==> src/rtl/core/edrle_pkg.sv <==
// ----------------------------------------------------------------------------
// edrle_pkg: shared types and constants of the escape run-length decoder
// Holds the queue entry format passed from the front end to the back end,
// the escape byte and the fixed load addresses.
// ----------------------------------------------------------------------------
package edrle_pkg;

  // Escape marker of the compressed form.
  localparam logic [7:0] ESC_BYTE = 8'hED;

  // Block length that marks an uncompressed 16 KiB page.
  localparam logic [15:0] RAW_BLOCK_MARK = 16'hFFFF;
  localparam logic [15:0] RAW_BLOCK_LEN = 16'h4000;

  // Load addresses.
  localparam logic [15:0] ADDR_START = 16'h4000;
  localparam logic [15:0] ADDR_PAGE4 = 16'h8000;
  localparam logic [15:0] ADDR_PAGE5 = 16'hC000;
  localparam logic [15:0] ADDR_PAGE8 = 16'h4000;
  localparam logic [15:0] ADDR_OTHER = 16'h0000;

  // Page numbers with a fixed mapping.
  localparam logic [7:0] PAGE_4 = 8'd4;
  localparam logic [7:0] PAGE_5 = 8'd5;
  localparam logic [7:0] PAGE_8 = 8'd8;

  // Format mode codes.
  localparam logic [1:0] MODE_RAW = 2'd0;
  localparam logic [1:0] MODE_PACKED = 2'd1;
  localparam logic [1:0] MODE_BLOCKS = 2'd2;

  // Queue between front end and back end.
  localparam int QDEPTH = 4;
  localparam int QAW = $clog2(QDEPTH);

  // One decoded input byte: one run, optionally followed by a single
  // literal byte at the next address.
  typedef struct packed {
    logic        two_runs;
    logic [15:0] addr0;
    logic [7:0]  byte0;
    logic [7:0]  len0;
    logic [7:0]  byte1;
  } run_entry_t;

endpackage

==> src/rtl/core/edrle_front.sv <==
// ----------------------------------------------------------------------------
// edrle_front: byte classifier and decode state
// Accepts one byte per cycle while q_full is low, walks block headers and
// escape sequences, tracks the write address and queues the resulting runs.
// ----------------------------------------------------------------------------
module edrle_front (
  input  logic                 clk,
  input  logic                 rst,
  input  logic                 push,
  input  logic [7:0]           data_byte,
  input  logic                 last_byte,
  input  logic                 cfg_valid,
  input  logic [1:0]           format_mode,
  input  logic                 q_full,
  output logic                 q_push,
  output edrle_pkg::run_entry_t q_entry
);
  import edrle_pkg::*;

  localparam logic [2:0] PH_START  = 3'd0;
  localparam logic [2:0] PH_DATA   = 3'd1;
  localparam logic [2:0] PH_ESC1   = 3'd2;
  localparam logic [2:0] PH_ESC2   = 3'd3;
  localparam logic [2:0] PH_ESC3   = 3'd4;
  localparam logic [2:0] PH_LEN_HI = 3'd5;
  localparam logic [2:0] PH_PAGE   = 3'd6;

  logic [1:0]  mode;
  logic [2:0]  phase, phase_next;
  logic [15:0] left, left_next;
  logic        comp, comp_next;
  logic [15:0] addr, addr_next;
  logic [7:0]  held, held_next;
  logic        accept;
  logic        blocks;
  logic        body;
  logic [2:0]  body_phase;
  logic [1:0]  n_runs;
  logic [15:0] hdr_len;

  assign accept = push && !q_full;
  assign blocks = mode >= MODE_BLOCKS;
  assign hdr_len = {data_byte, held};

  // Header walk, escape decoding and block byte count.
  always_comb begin
    phase_next = phase;
    left_next = left;
    comp_next = comp;
    addr_next = addr;
    held_next = held;
    body = 1'b0;
    body_phase = phase;
    n_runs = 2'd0;
    q_entry = '0;
    q_entry.addr0 = addr;

    // Header bytes and stream start.
    if (phase inside {PH_DATA, PH_ESC1, PH_ESC2, PH_ESC3}) begin
      body = 1'b1;
    end else if (phase == PH_LEN_HI) begin
      if (hdr_len == RAW_BLOCK_MARK) begin
        left_next = RAW_BLOCK_LEN;
        comp_next = 1'b0;
      end else begin
        left_next = hdr_len;
        comp_next = 1'b1;
      end
      phase_next = PH_PAGE;
    end else if (phase == PH_PAGE) begin
      case (data_byte)
        PAGE_4:  addr_next = ADDR_PAGE4;
        PAGE_5:  addr_next = ADDR_PAGE5;
        PAGE_8:  addr_next = ADDR_PAGE8;
        default: addr_next = ADDR_OTHER;
      endcase
      phase_next = (left != 16'd0) ? PH_DATA : PH_START;
    end else begin
      if (blocks) begin
        held_next = data_byte;
        phase_next = PH_LEN_HI;
      end else begin
        comp_next = (mode == MODE_PACKED);
        body_phase = PH_DATA;
        body = 1'b1;
      end
    end

    // Body byte decoding.
    if (body) begin
      case (body_phase)
        PH_ESC1: begin
          if (data_byte != ESC_BYTE) begin
            n_runs = 2'd2;
            q_entry.two_runs = 1'b1;
            q_entry.byte0 = ESC_BYTE;
            q_entry.len0 = 8'd1;
            q_entry.byte1 = data_byte;
            addr_next = addr + 16'd2;
            phase_next = PH_DATA;
          end else begin
            phase_next = PH_ESC2;
          end
        end
        PH_ESC2: begin
          held_next = data_byte;
          phase_next = PH_ESC3;
        end
        PH_ESC3: begin
          // A zero count writes nothing.
          if (held != 8'd0) begin
            n_runs = 2'd1;
            q_entry.byte0 = data_byte;
            q_entry.len0 = held;
            addr_next = addr + {8'd0, held};
          end
          phase_next = PH_DATA;
        end
        default: begin
          if (comp_next && data_byte == ESC_BYTE) begin
            phase_next = PH_ESC1;
          end else begin
            n_runs = 2'd1;
            q_entry.byte0 = data_byte;
            q_entry.len0 = 8'd1;
            addr_next = addr + 16'd1;
            phase_next = PH_DATA;
          end
        end
      endcase
      // A block that runs out drops any unfinished escape.
      if (blocks) begin
        if (left != 16'd0) begin
          left_next = left - 16'd1;
        end
        if (left_next == 16'd0) begin
          phase_next = PH_START;
        end
      end
    end

    // The final byte of a snapshot returns to the start state.
    if (last_byte) begin
      phase_next = PH_START;
      left_next = 16'd0;
      comp_next = 1'b0;
      addr_next = ADDR_START;
      held_next = 8'd0;
    end
  end

  assign q_push = accept && (n_runs != 2'd0);

  // Mode register; the write channel is always ready.
  always_ff @(posedge clk) begin
    if (rst) begin
      mode <= MODE_BLOCKS;
    end else if (cfg_valid) begin
      mode <= format_mode;
    end
  end

  // Decode state.
  always_ff @(posedge clk) begin
    if (rst) begin
      phase <= PH_START;
      left <= 16'd0;
      comp <= 1'b0;
      addr <= ADDR_START;
      held <= 8'd0;
    end else if (accept) begin
      phase <= phase_next;
      left <= left_next;
      comp <= comp_next;
      addr <= addr_next;
      held <= held_next;
    end
  end

endmodule

==> src/rtl/core/edrle_queue.sv <==
// ----------------------------------------------------------------------------
// edrle_queue: short run queue
// A small register queue that decouples the byte decoder from the run
// output, so each side can stall on its own.
// ----------------------------------------------------------------------------
module edrle_queue (
  input  logic                  clk,
  input  logic                  rst,
  input  logic                  q_push,
  input  edrle_pkg::run_entry_t q_wdata,
  input  logic                  q_pop,
  output edrle_pkg::run_entry_t q_rdata,
  output logic                  q_full,
  output logic                  q_empty
);
  import edrle_pkg::*;

  run_entry_t      slots [QDEPTH];
  logic [QAW-1:0]  wptr;
  logic [QAW-1:0]  rptr;
  logic [QAW:0]    count;
  logic            do_push;
  logic            do_pop;

  assign q_full = (count == (QAW+1)'(QDEPTH));
  assign q_empty = (count == '0);
  assign do_push = q_push && !q_full;
  assign do_pop = q_pop && !q_empty;
  assign q_rdata = slots[rptr];

  // Entry storage.
  always_ff @(posedge clk) begin
    if (do_push) begin
      slots[wptr] <= q_wdata;
    end
  end

  // Pointers and fill level.
  always_ff @(posedge clk) begin
    if (rst) begin
      wptr <= '0;
      rptr <= '0;
      count <= '0;
    end else begin
      if (do_push) begin
        wptr <= wptr + 1'b1;
      end
      if (do_pop) begin
        rptr <= rptr + 1'b1;
      end
      if (do_push && !do_pop) begin
        count <= count + 1'b1;
      end else if (do_pop && !do_push) begin
        count <= count - 1'b1;
      end
    end
  end

endmodule

==> src/rtl/core/edrle_back.sv <==
// ----------------------------------------------------------------------------
// edrle_back: run output stage
// Takes queue entries, splits double entries into two runs and holds the
// oldest run in an output register until it is popped.
// ----------------------------------------------------------------------------
module edrle_back (
  input  logic                  clk,
  input  logic                  rst,
  input  logic                  q_empty,
  input  edrle_pkg::run_entry_t q_rdata,
  output logic                  q_pop,
  input  logic                  pop,
  output logic                  empty,
  output logic [15:0]           run_address,
  output logic [7:0]            run_byte,
  output logic [7:0]            run_length,
  output logic                  last_of_item
);
  import edrle_pkg::*;

  logic        out_valid;
  logic        pend_valid;
  logic [15:0] pend_addr;
  logic [7:0]  pend_byte;
  logic        advance;

  assign empty = !out_valid;
  assign advance = !out_valid || pop;
  assign q_pop = advance && !pend_valid && !q_empty;

  // Output register control.
  always_ff @(posedge clk) begin
    if (rst) begin
      out_valid <= 1'b0;
      pend_valid <= 1'b0;
    end else if (advance) begin
      if (pend_valid) begin
        out_valid <= 1'b1;
        pend_valid <= 1'b0;
      end else if (!q_empty) begin
        out_valid <= 1'b1;
        pend_valid <= q_rdata.two_runs;
      end else begin
        out_valid <= 1'b0;
      end
    end
  end

  // Run payload; the second literal of a pair follows the first.
  always_ff @(posedge clk) begin
    if (advance) begin
      if (pend_valid) begin
        run_address <= pend_addr;
        run_byte <= pend_byte;
        run_length <= 8'd1;
        last_of_item <= 1'b1;
      end else if (!q_empty) begin
        run_address <= q_rdata.addr0;
        run_byte <= q_rdata.byte0;
        run_length <= q_rdata.len0;
        last_of_item <= !q_rdata.two_runs;
        pend_addr <= q_rdata.addr0 + 16'd1;
        pend_byte <= q_rdata.byte1;
      end
    end
  end

endmodule

==> src/rtl/core/ed_escape_rle_snapshot_decoder_top.sv <==
// ----------------------------------------------------------------------------
// ed_escape_rle_snapshot_decoder_top: ED-escape run-length memory decoder
// Decodes snapshot memory data, raw, compressed or in paged blocks, into
// runs of memory writes.
// ----------------------------------------------------------------------------
// The block takes one byte per clock cycle while full is low and answers
// with runs of address, byte and length, oldest first. Most bytes give at
// most one run and flow through at one per cycle unless the queue is full;
// an escape followed by a non-escape byte gives two runs, which leave the
// output register one after the other. A four-entry queue between the byte
// decoder and the output register absorbs these bursts and any stall on the
// result side, so full rises only when the queue holds four undelivered
// entries. A run is written into a queue slot when its byte is accepted and
// moves from there into the output register once that register is free.
// The format register is always ready and should be written only while the
// block is idle.
module ed_escape_rle_snapshot_decoder_top (
  input  logic        clk,
  input  logic        rst,
  input  logic        push,
  output logic        full,
  input  logic [7:0]  data_byte,
  input  logic        last_byte,
  input  logic        cfg_valid,
  output logic        cfg_ready,
  input  logic [1:0]  format_mode,
  output logic        empty,
  input  logic        pop,
  output logic [15:0] run_address,
  output logic [7:0]  run_byte,
  output logic [7:0]  run_length,
  output logic        last_of_item
);
  import edrle_pkg::*;

  run_entry_t q_wdata;
  run_entry_t q_rdata;
  logic       q_push;
  logic       q_pop;
  logic       q_full;
  logic       q_empty;

  assign cfg_ready = 1'b1;
  assign full = q_full;

  // Byte decoder.
  edrle_front u_front (
    .clk         (clk),
    .rst         (rst),
    .push        (push),
    .data_byte   (data_byte),
    .last_byte   (last_byte),
    .cfg_valid   (cfg_valid),
    .format_mode (format_mode),
    .q_full      (q_full),
    .q_push      (q_push),
    .q_entry     (q_wdata)
  );

  // Run queue.
  edrle_queue u_queue (
    .clk     (clk),
    .rst     (rst),
    .q_push  (q_push),
    .q_wdata (q_wdata),
    .q_pop   (q_pop),
    .q_rdata (q_rdata),
    .q_full  (q_full),
    .q_empty (q_empty)
  );

  // Output stage.
  edrle_back u_back (
    .clk          (clk),
    .rst          (rst),
    .q_empty      (q_empty),
    .q_rdata      (q_rdata),
    .q_pop        (q_pop),
    .pop          (pop),
    .empty        (empty),
    .run_address  (run_address),
    .run_byte     (run_byte),
    .run_length   (run_length),
    .last_of_item (last_of_item)
  );

  // A shown run always writes at least one byte.
  a_len_nonzero: assert property (@(posedge clk) disable iff (rst)
    !empty |-> run_length != 8'd0)
    else $error("run with zero length on result ports");

  // The first run of a pair is followed at once by the second.
  a_pair_follows: assert property (@(posedge clk) disable iff (rst)
    (pop && !empty && !last_of_item) |=> !empty && last_of_item)
    else $error("second run of a literal pair missing");

  // The second run of a pair sits at the next address.
  a_pair_addr: assert property (@(posedge clk) disable iff (rst)
    (pop && !empty && !last_of_item) |=>
      run_address == 16'($past(run_address) + 16'd1))
    else $error("second run of a pair at wrong address");

endmodule
==> config.mk <==
export PLATFORM = sky130hd
export DESIGN_NAME = ed_escape_rle_snapshot_decoder_top
export DESIGN_NICKNAME = d
export VERILOG_FILES = /design/src/rtl/core/edrle_pkg.sv /design/src/rtl/core/edrle_front.sv /design/src/rtl/core/edrle_queue.sv /design/src/rtl/core/edrle_back.sv /design/src/rtl/core/ed_escape_rle_snapshot_decoder_top.sv
export SDC_FILE = /design/constraint.sdc
export NUM_CORES = 1
export LEC_CHECK = 0
export BUFFER_PORTS_ARGS = -buffer_cell sky130_fd_sc_hd__buf_2
export CORE_MARGIN = 2
export CORE_UTILIZATION = 55
export DETAILED_ROUTE_END_ITERATION = 10
export HOLD_SLACK_MARGIN = 0.12
export PLACE_DENSITY = 0.72
export SYNTH_ARGS = -nofsm -noshare
export SYNTH_HDL_FRONTEND = slang
export SYNTH_SLANG_ARGS = --single-unit
==> constraint.sdc <==
create_clock -name clk -period 5.27 [get_ports clk]
set_input_delay 0.7905 -clock clk [delete_from_list [all_inputs] [get_ports clk]]
set_output_delay 0.7905 -clock clk [all_outputs]
set_load 0.1 [all_outputs]
-- Word-level counts from Yosys, hierarchy flattened
Memory sizes are Yosys's and may differ from the RTL's. A register that Yosys moved wholly into a read port is not among the register bits.
Cells that the tools add are included.
- register bits: 112
- RAM bits: 164
- logic and storage cells: 159
- memories kept: 1
- $add $sub $neg: 9
- $lt $le $gt $ge: 1
- equality and inequality tests: 19
- multiplexer cells: 82
- bitwise gates (word level): 2
- reductions and logical operators: 28
- memories (memory ; depth ; width ; rd ports ; clocked after Yosys merged registers in ; wr ports ; RTL line ; source):
    u_queue.slots ; 4 ; 41 ; 1 ; 1 ; 1 ; edrle_queue.sv:18 ; run_entry_t slots [QDEPTH];
- operator list (operator ; number):
    two-way mux 16 bit ; 21
    one-hot mux 16 bit (3 select lines) ; 3
    two-way mux 8 bit ; 11
    two-way mux 24 bit ; 2
    two-way mux 3 bit ; 14
    adder 16 x 1 -> 16 bit (second input constant) ; 2
    two-way mux 1 bit ; 23
    adder 16 x 2 -> 16 bit (second input constant) ; 1
    adder 16 x 8 -> 16 bit ; 1
    == test 16 bit (second input constant) ; 1
    == test 8 x 3 -> 1 bit (second input constant) ; 2
    logical NOT 16 bit ; 1
    nonzero test 16 bit ; 1
    subtractor 16 x 1 -> 16 bit (second input constant) ; 1
    == test 3 bit (second input constant) ; 5
    == test 3 x 2 -> 1 bit (second input constant) ; 4
    two-way mux 2 bit ; 6
    logical AND 1 bit ; 9
    one-hot mux 3 bit (3 select lines) ; 1
    == test 8 x 4 -> 1 bit (second input constant) ; 1
    == test 8 bit (second input constant) ; 1
    != test 8 bit (second input constant) ; 1
    nonzero test 8 bit ; 1
    logical NOT 1 bit ; 7
    17 further kinds ; 21

-- Logic depth before layout (Yosys ltp)
- depth in word-level cells: 16
- gate-level depth with buffers: 14

-- By module
Synthesis repeated with hierarchy kept, for this count alone.
- cells, all modules: 1077
- area total of the unflattened synthesis: 13494.2 um^2
- by module, submodules not included (module ; instances ; cells each ; area an instance (um^2) ; seq. area each (um^2)):
    edrle_queue ; 1 ; 263 ; 6434.9 ; 5104.9
    edrle_front ; 1 ; 658 ; 4601.9 ; 920.9
    edrle_back ; 1 ; 154 ; 2446.1 ; 1751.7
    ed_escape_rle_snapshot_decoder_top ; 1 ; 2 ; 11.3 ; 0.0

-- Worst setup path before layout
OpenSTA, ideal clock, no wires.
- kind: register to register
- start: register u_back.out_valid
- end: register u_queue.count[2]
- setup time: 0.071 ns
- data arrival time: 4.245 ns
- required time: 5.199 ns
- path slack: 0.955 ns
- stages on the path, launching flop included: 11
- clock period less this slack: 4.315 ns
- path through: dfxtp_1 inv_1 nor2_1 nor3_1 inv_1 ha_1 inv_1 fa_1 xor2_1 or3_1 a21oi_1
- word-level cells in the longest chain between the ends: 8
- elaborated cells between the ends (all ways): 10
- those cells by class: 1 x mux; 9 x reduce/logical
- RTL lines (item ; RTL line ; source):
    from (decl) ; edrle_back.sv:21 ; logic out_valid;
    from (signal assigned) ; edrle_back.sv:34 ; out_valid <= 1'b0;
    from (signal assigned) ; edrle_back.sv:38 ; out_valid <= 1'b1;
    from (signal assigned) ; edrle_back.sv:41 ; out_valid <= 1'b1;
    logical NOT 1 bit (*) ; - ;
    via empty ; ed_escape_rle_snapshot_decoder_top.sv:27 ; output logic empty,
    logical OR 1 bit (*) ; edrle_back.sv:28 ; assign advance = !out_valid || pop;
    logical AND 1 bit (*) (2 in series) ; edrle_back.sv:29 ; assign q_pop = advance && !pend_valid && !q_empty;
    logical AND 1 bit (*) ; edrle_queue.sv:28 ; assign do_pop = q_pop && !q_empty;
    logical NOT 1 bit ; edrle_queue.sv:51 ; if (do_push && !do_pop) begin
    logical AND 1 bit ; edrle_queue.sv:51 ;
    two-way mux 3 bit / nonzero test 2 bit (equally long branches) ; - ;
    to (signal assigned) ; edrle_queue.sv:52 ; count <= count + 1'b1;
    to (signal assigned) ; edrle_queue.sv:54 ; count <= count - 1'b1;
    to (decl) ; edrle_queue.sv:21 ; logic [QAW:0] count;
Mark *: on every way through the listed nets, which the timed path passes. The rest lies on a longest branch.
A chain may end at the register's enable or synchronous reset.

-- Worst setup path in the final report
- start: register u_front.phase[0]
- end: register u_queue.count[2]
- word-level cells in the longest chain between the ends: 14
- elaborated cells between the ends (all ways): 32
- those cells by class: 9 x eq/ne; 14 x mux; 9 x reduce/logical
- RTL lines (item ; RTL line ; source):
    from (decl) ; edrle_front.sv:29 ; logic [2:0] phase, phase_next;
    from (signal assigned) ; edrle_front.sv:172 ; phase <= phase_next;
    == test 3 bit ; edrle_front.sv:70 ; end else if (phase == PH_PAGE) begin
    two-way mux 1 bit ; edrle_front.sv:70 ;
    two-way mux 1 bit ; edrle_front.sv:61 ; end else if (phase == PH_LEN_HI) begin
    two-way mux 1 bit ; edrle_front.sv:59 ; if (phase inside {PH_DATA, PH_ESC1, PH_ESC2, PH_ESC3}) begin
    logical AND 1 bit ; edrle_front.sv:120 ; if (comp_next && data_byte == ESC_BYTE) begin
    two-way mux 1 bit ; edrle_front.sv:120 ;
    one-hot mux 2 bit (3 select lines) ; edrle_front.sv:91 ; case (body_phase)
    two-way mux 2 bit (*) ; edrle_front.sv:90 ; if (body) begin
    nonzero test 2 bit (*) ; edrle_front.sv:152 ; assign q_push = accept && (n_runs != 2'd0);
    logical AND 1 bit (*) ; edrle_front.sv:152 ;
    logical AND 1 bit (*) ; edrle_queue.sv:27 ; assign do_push = q_push && !q_full;
    via u_queue.do_push ; edrle_queue.sv:22 ; logic do_push;
    logical NOT 1 bit ; edrle_queue.sv:53 ; end else if (do_pop && !do_push) begin
    logical AND 1 bit ; edrle_queue.sv:53 ;
    nonzero test 2 bit (no line) ; - ;
Marks and branches as above.

==> run_results.csv <==
group,metric,value,unit
floorplanning,initial_utilization,0.557,
setup_path,regToRegSetupSlack,1.28,ns
global_route,grt_first_pass_wirelength,50200,µm
global_route,gr-usage-met3,0.0349,
synthesis,ys_types,93,
status,status,"finished, final reports clean",
synthesis,synth_compound_area_frac,0.125,
cts,cts_resized,0,
synthesis,synth.yosys.warnings,0,
cts,cts.root.buffer_cell,"sky130_fd_sc_hd__clkbuf_16",
timing,grt_setup_unrepaired,"no",
global_route,grt_remaining_overflow,0,
place,hpwlAfterDp,20900,µm
global_route,globalRouteMet1Util,0.367,
setup_path,critPathSlowestCell,"sky130_fd_sc_hd__dfxtp_1",
setup_path,end_kind,"flip-flop",
timing,final-setup-viol-count,0,
synthesis,postSynthCellCount,1062,
floorplanning,die_height,161,µm
timing,timing.final.ws_setup,1.28,ns
place,place_ws,1.29,ns
cts,clock_tree_buf_depth,3,
setup_path,cp_cell_sequence,"nor3b_2 -> buf_4 -> nor2_1 -> nand2_1 -> a21oi_2 -> o31ai_4 -> inv_2 -> ha_1 -> inv_1 -> fa_1 -> xor2_1 -> or3_1 -> a21oi_1",
setup_path,cpPeakStageDelay,0.95,ns
global_route,use_met2,0.390,
setup_path,start_kind,"flip-flop",
route,drt_pass1_iterations,6,
route,postRouteAntennaNets,0,
setup_path,critical_path_peak_fanout,27,
route,via_count,9093,
timing,finalClockSkew,0.0319,ns
synthesis,arithmetic_cell_share_of_the_synthesized_area_counting_full_adders_half_adders_and_majority_gates,0.0197,
global_route,grt_pass1_vias,8678,
cts,clock_tree.htree_level_count,1,
synthesis,mappedNetlistArea,13500,µm²
setup_path,critical_path_required,5.75,ns
floorplanning,coreArea,24200,µm²
synthesis,synth_xor_xnor_area_share,0.0260,
worst_hold_path,hold_crit_class,"in -> reg",
timing,report.final.hold_viol_count,0,
power_and_ir_drop,power.static_leakage,5.05,nW
final_layout,area_delta_synth_final,10.6,%
synthesis,muxShareOfSynthArea,0.0960,
power_and_ir_drop,power.ir.vdd_worst,0.405,mV
timing,finalHoldWorstSlack,0.486,ns
setup_path,reg2regPathDepth,13,
global_route,grt_most_used_layer,"met2",
route,route.detailed.vias_per_inst,6.35,
floorplanning,core.rowCount,57,
synthesis,postSynth.asyncResetShare,0,
cts,clock_pin_slew_on_the_worst_setup_and_hold_paths,0.07,ns
synthesis,dominant_combinational_cell_family_by_area_after_synthesis,"compound AO/OA/AOI/OAI gates",
setup_path,critical_path_depth,13,
cts,cts_hold_buffers,0,
timing,max_freq,251,MHz
setup_path,critPathTopFamily,"simple AND/OR/NAND/NOR gates",
global_route,grt_antenna_before_repair,0,
global_route,groute.usage.overall,0.248,
cts,cts_buffers,28,
floorplanning,fp.dieArea,25800,µm²
synthesis,synth_simple_gate_area_share,0.124,
cts,cts_tree,"done",
setup_path,critPathArrivalTime,4.47,ns
worst_hold_path,worstHoldPathCells,3,
floorplanning,ioPinCount,52,
route,wl_per_cell,22.1,µm
synthesis,top_post_synthesis_cells_by_count,"221 x sky130_fd_sc_hd__edfxtp_1, 92 x sky130_fd_sc_hd__nand2_1, 66 x sky130_fd_sc_hd__nor2_1",
route,route.detailed.drc,0,
setup_path,worstSetupPathType,"reg -> reg",
timing,finalSetupTns,0,ns
setup_path,critPathBufInv,3,
final_layout,post-route-util,0.616,
final_layout,share_of_final_layout_standard_cells_stronger_than_drive_strength_1,0.188,
timing,final-max-slew-violation-count,0,
flow_run,max-cap-violations,0,
synthesis,synth.net_count,1098,
place,routabilityCongestion,0.954,
place,number_of_i_o_port_buffers,50,
synthesis,post_synth.cell_area_avg,12.7,µm²
global_route,grt_max_degree,48,
synthesis,edff_count_synth,221,
synthesis,ys_top_cells_by_area,"sky130_fd_sc_hd__edfxtp_1 49%, sky130_fd_sc_hd__dfxtp_1 8.5%, sky130_fd_sc_hd__mux4_2 6.9%",
route,route.final.wire_length,31700,µm
synthesis,most_instantiated_flip_flop_cell_in_the_synthesis_netlist,"sky130_fd_sc_hd__edfxtp_1",
synthesis,synth_seq_area_share,0.577,
synthesis,yosys.area.top_type_share,0.493,
cts,cts_setup_buffers,0,
cts,clock_insertion_delay_worst_skew,0.55,ns
timing,period_share,0.757,
power_and_ir_drop,power_density,587,nW/µm²
timing,relative_slew_slack,0.279,
timing,period_needed,3.99,ns
synthesis,netlist.top_cell.by_area,"sky130_fd_sc_hd__edfxtp_1",
cts,tritoncts_num_sinks,278,
timing,timing_worst_slew_pin_value,1.08,ns
floorplanning,die_width,161,µm
route,iteration_0_drc_count_of_the_detailed_router,1032,
final_layout,design.final.nets,1121,
synthesis,yosys.cell_count.top_type,"sky130_fd_sc_hd__edfxtp_1",
synthesis,synth.ff_latch_count,278,
-- logic make-up after synthesis --
logic type / Yosys count
AND/OR/NAND/NOR: 318
flip-flops: 278
AO/OA/AOI/OAI: 240
buffers and inverters: 90
multiplexers: 75
XOR/XNOR: 40
adder cells (fa/ha/maj): 20
other: 1
-- where the power goes --
group	leakage, nW	internal, mW	switching [mW]
registers	2.51	3.02	0.284
logic	2.05	0.969	2.34
clock network	0.491	1.32	0.821
-- path summary, 6_finish.rpt --
check,startpoint,end
worst min-delay path,format_mode[1],u_front.mode[1]
worst min register to register,u_front.comp,u_front.comp
worst max-delay path,u_front.phase[0],u_queue.count[2]
worst max register to register,u_front.phase[0],u_queue.count[2]
-- area by class of cell --
cell class	instances	area, µm²
fillers	1812	9280
flip-flops and latches	278	7780
multi-input cells	694	5290
clock buffers	36	762
well taps	324	405
repair buffers	60	325
clock inverters	16	243
inverters	23	86.3
diodes	1	2.50
-- per-stage QoR --
| stage | instance area, µm² | cells | power, mW |
|---|---|---|---|
| 2_1_floorplan | 13500 | 1062 | 5.98 |
| 3_3_place_gp | 13900 | 1379 | 6.58 |
| 3_5_place_dp | 13900 | 1379 | 6.63 |
| 4_1_cts | 14900 | 1431 | 8.78 |
| 5_1_grt | 14900 | 1431 | 9.14 |
| 6_report | 14900 | 1432 | 8.75 |
-- metal layers --
metal	wire (µm)	up-vias
li1	-	4158
met3	2390	72
met1	13900	4455
met2	14600	408
met5	0	-
met4	807	0
-- cell usage in the layout, fill, tap and decap left out, types with 19 or more instances in the layout --
master	instances
sky130_fd_sc_hd__nor2_1	65
sky130_fd_sc_hd__clkbuf_16	29
sky130_fd_sc_hd__nor3_1	19
sky130_fd_sc_hd__mux4_2	41
sky130_fd_sc_hd__xnor2_1	28
sky130_fd_sc_hd__edfxtp_1	221
sky130_fd_sc_hd__mux2_2	23
sky130_fd_sc_hd__o21ai_0	40
sky130_fd_sc_hd__inv_1	21
sky130_fd_sc_hd__nand2_1	92
sky130_fd_sc_hd__buf_2	50
sky130_fd_sc_hd__nand3_1	21
sky130_fd_sc_hd__and2_1	24
sky130_fd_sc_hd__dfxtp_1	55
sky130_fd_sc_hd__a21oi_1	46
-- flip-flops by register name, indices dropped and copies added, names as in the netlist, 2 cells and up, named ones only --
signal              count
u_queue.count           3
u_back.run_length       8
u_queue.rptr            2
u_front.held            8
u_front.left           16
u_front.phase           3
u_back.run_byte         8
u_queue.slots         164
u_back.run_address     16
u_queue.wptr            2
u_back.pend_byte        8
u_front.addr           16
u_front.mode            2
u_back.pend_addr       16
-- worst min-delay path, delay by kind of cell --
| family | cells | cell delay [ns] |
|---|---|---|
| AND/OR/NAND/NOR | 1 | 0.04 |
| buffers and inverters | 1 | 0.07 |
| AO/OA/AOI/OAI | 1 | 0.06 |
(Power assumes the default switching activity.)
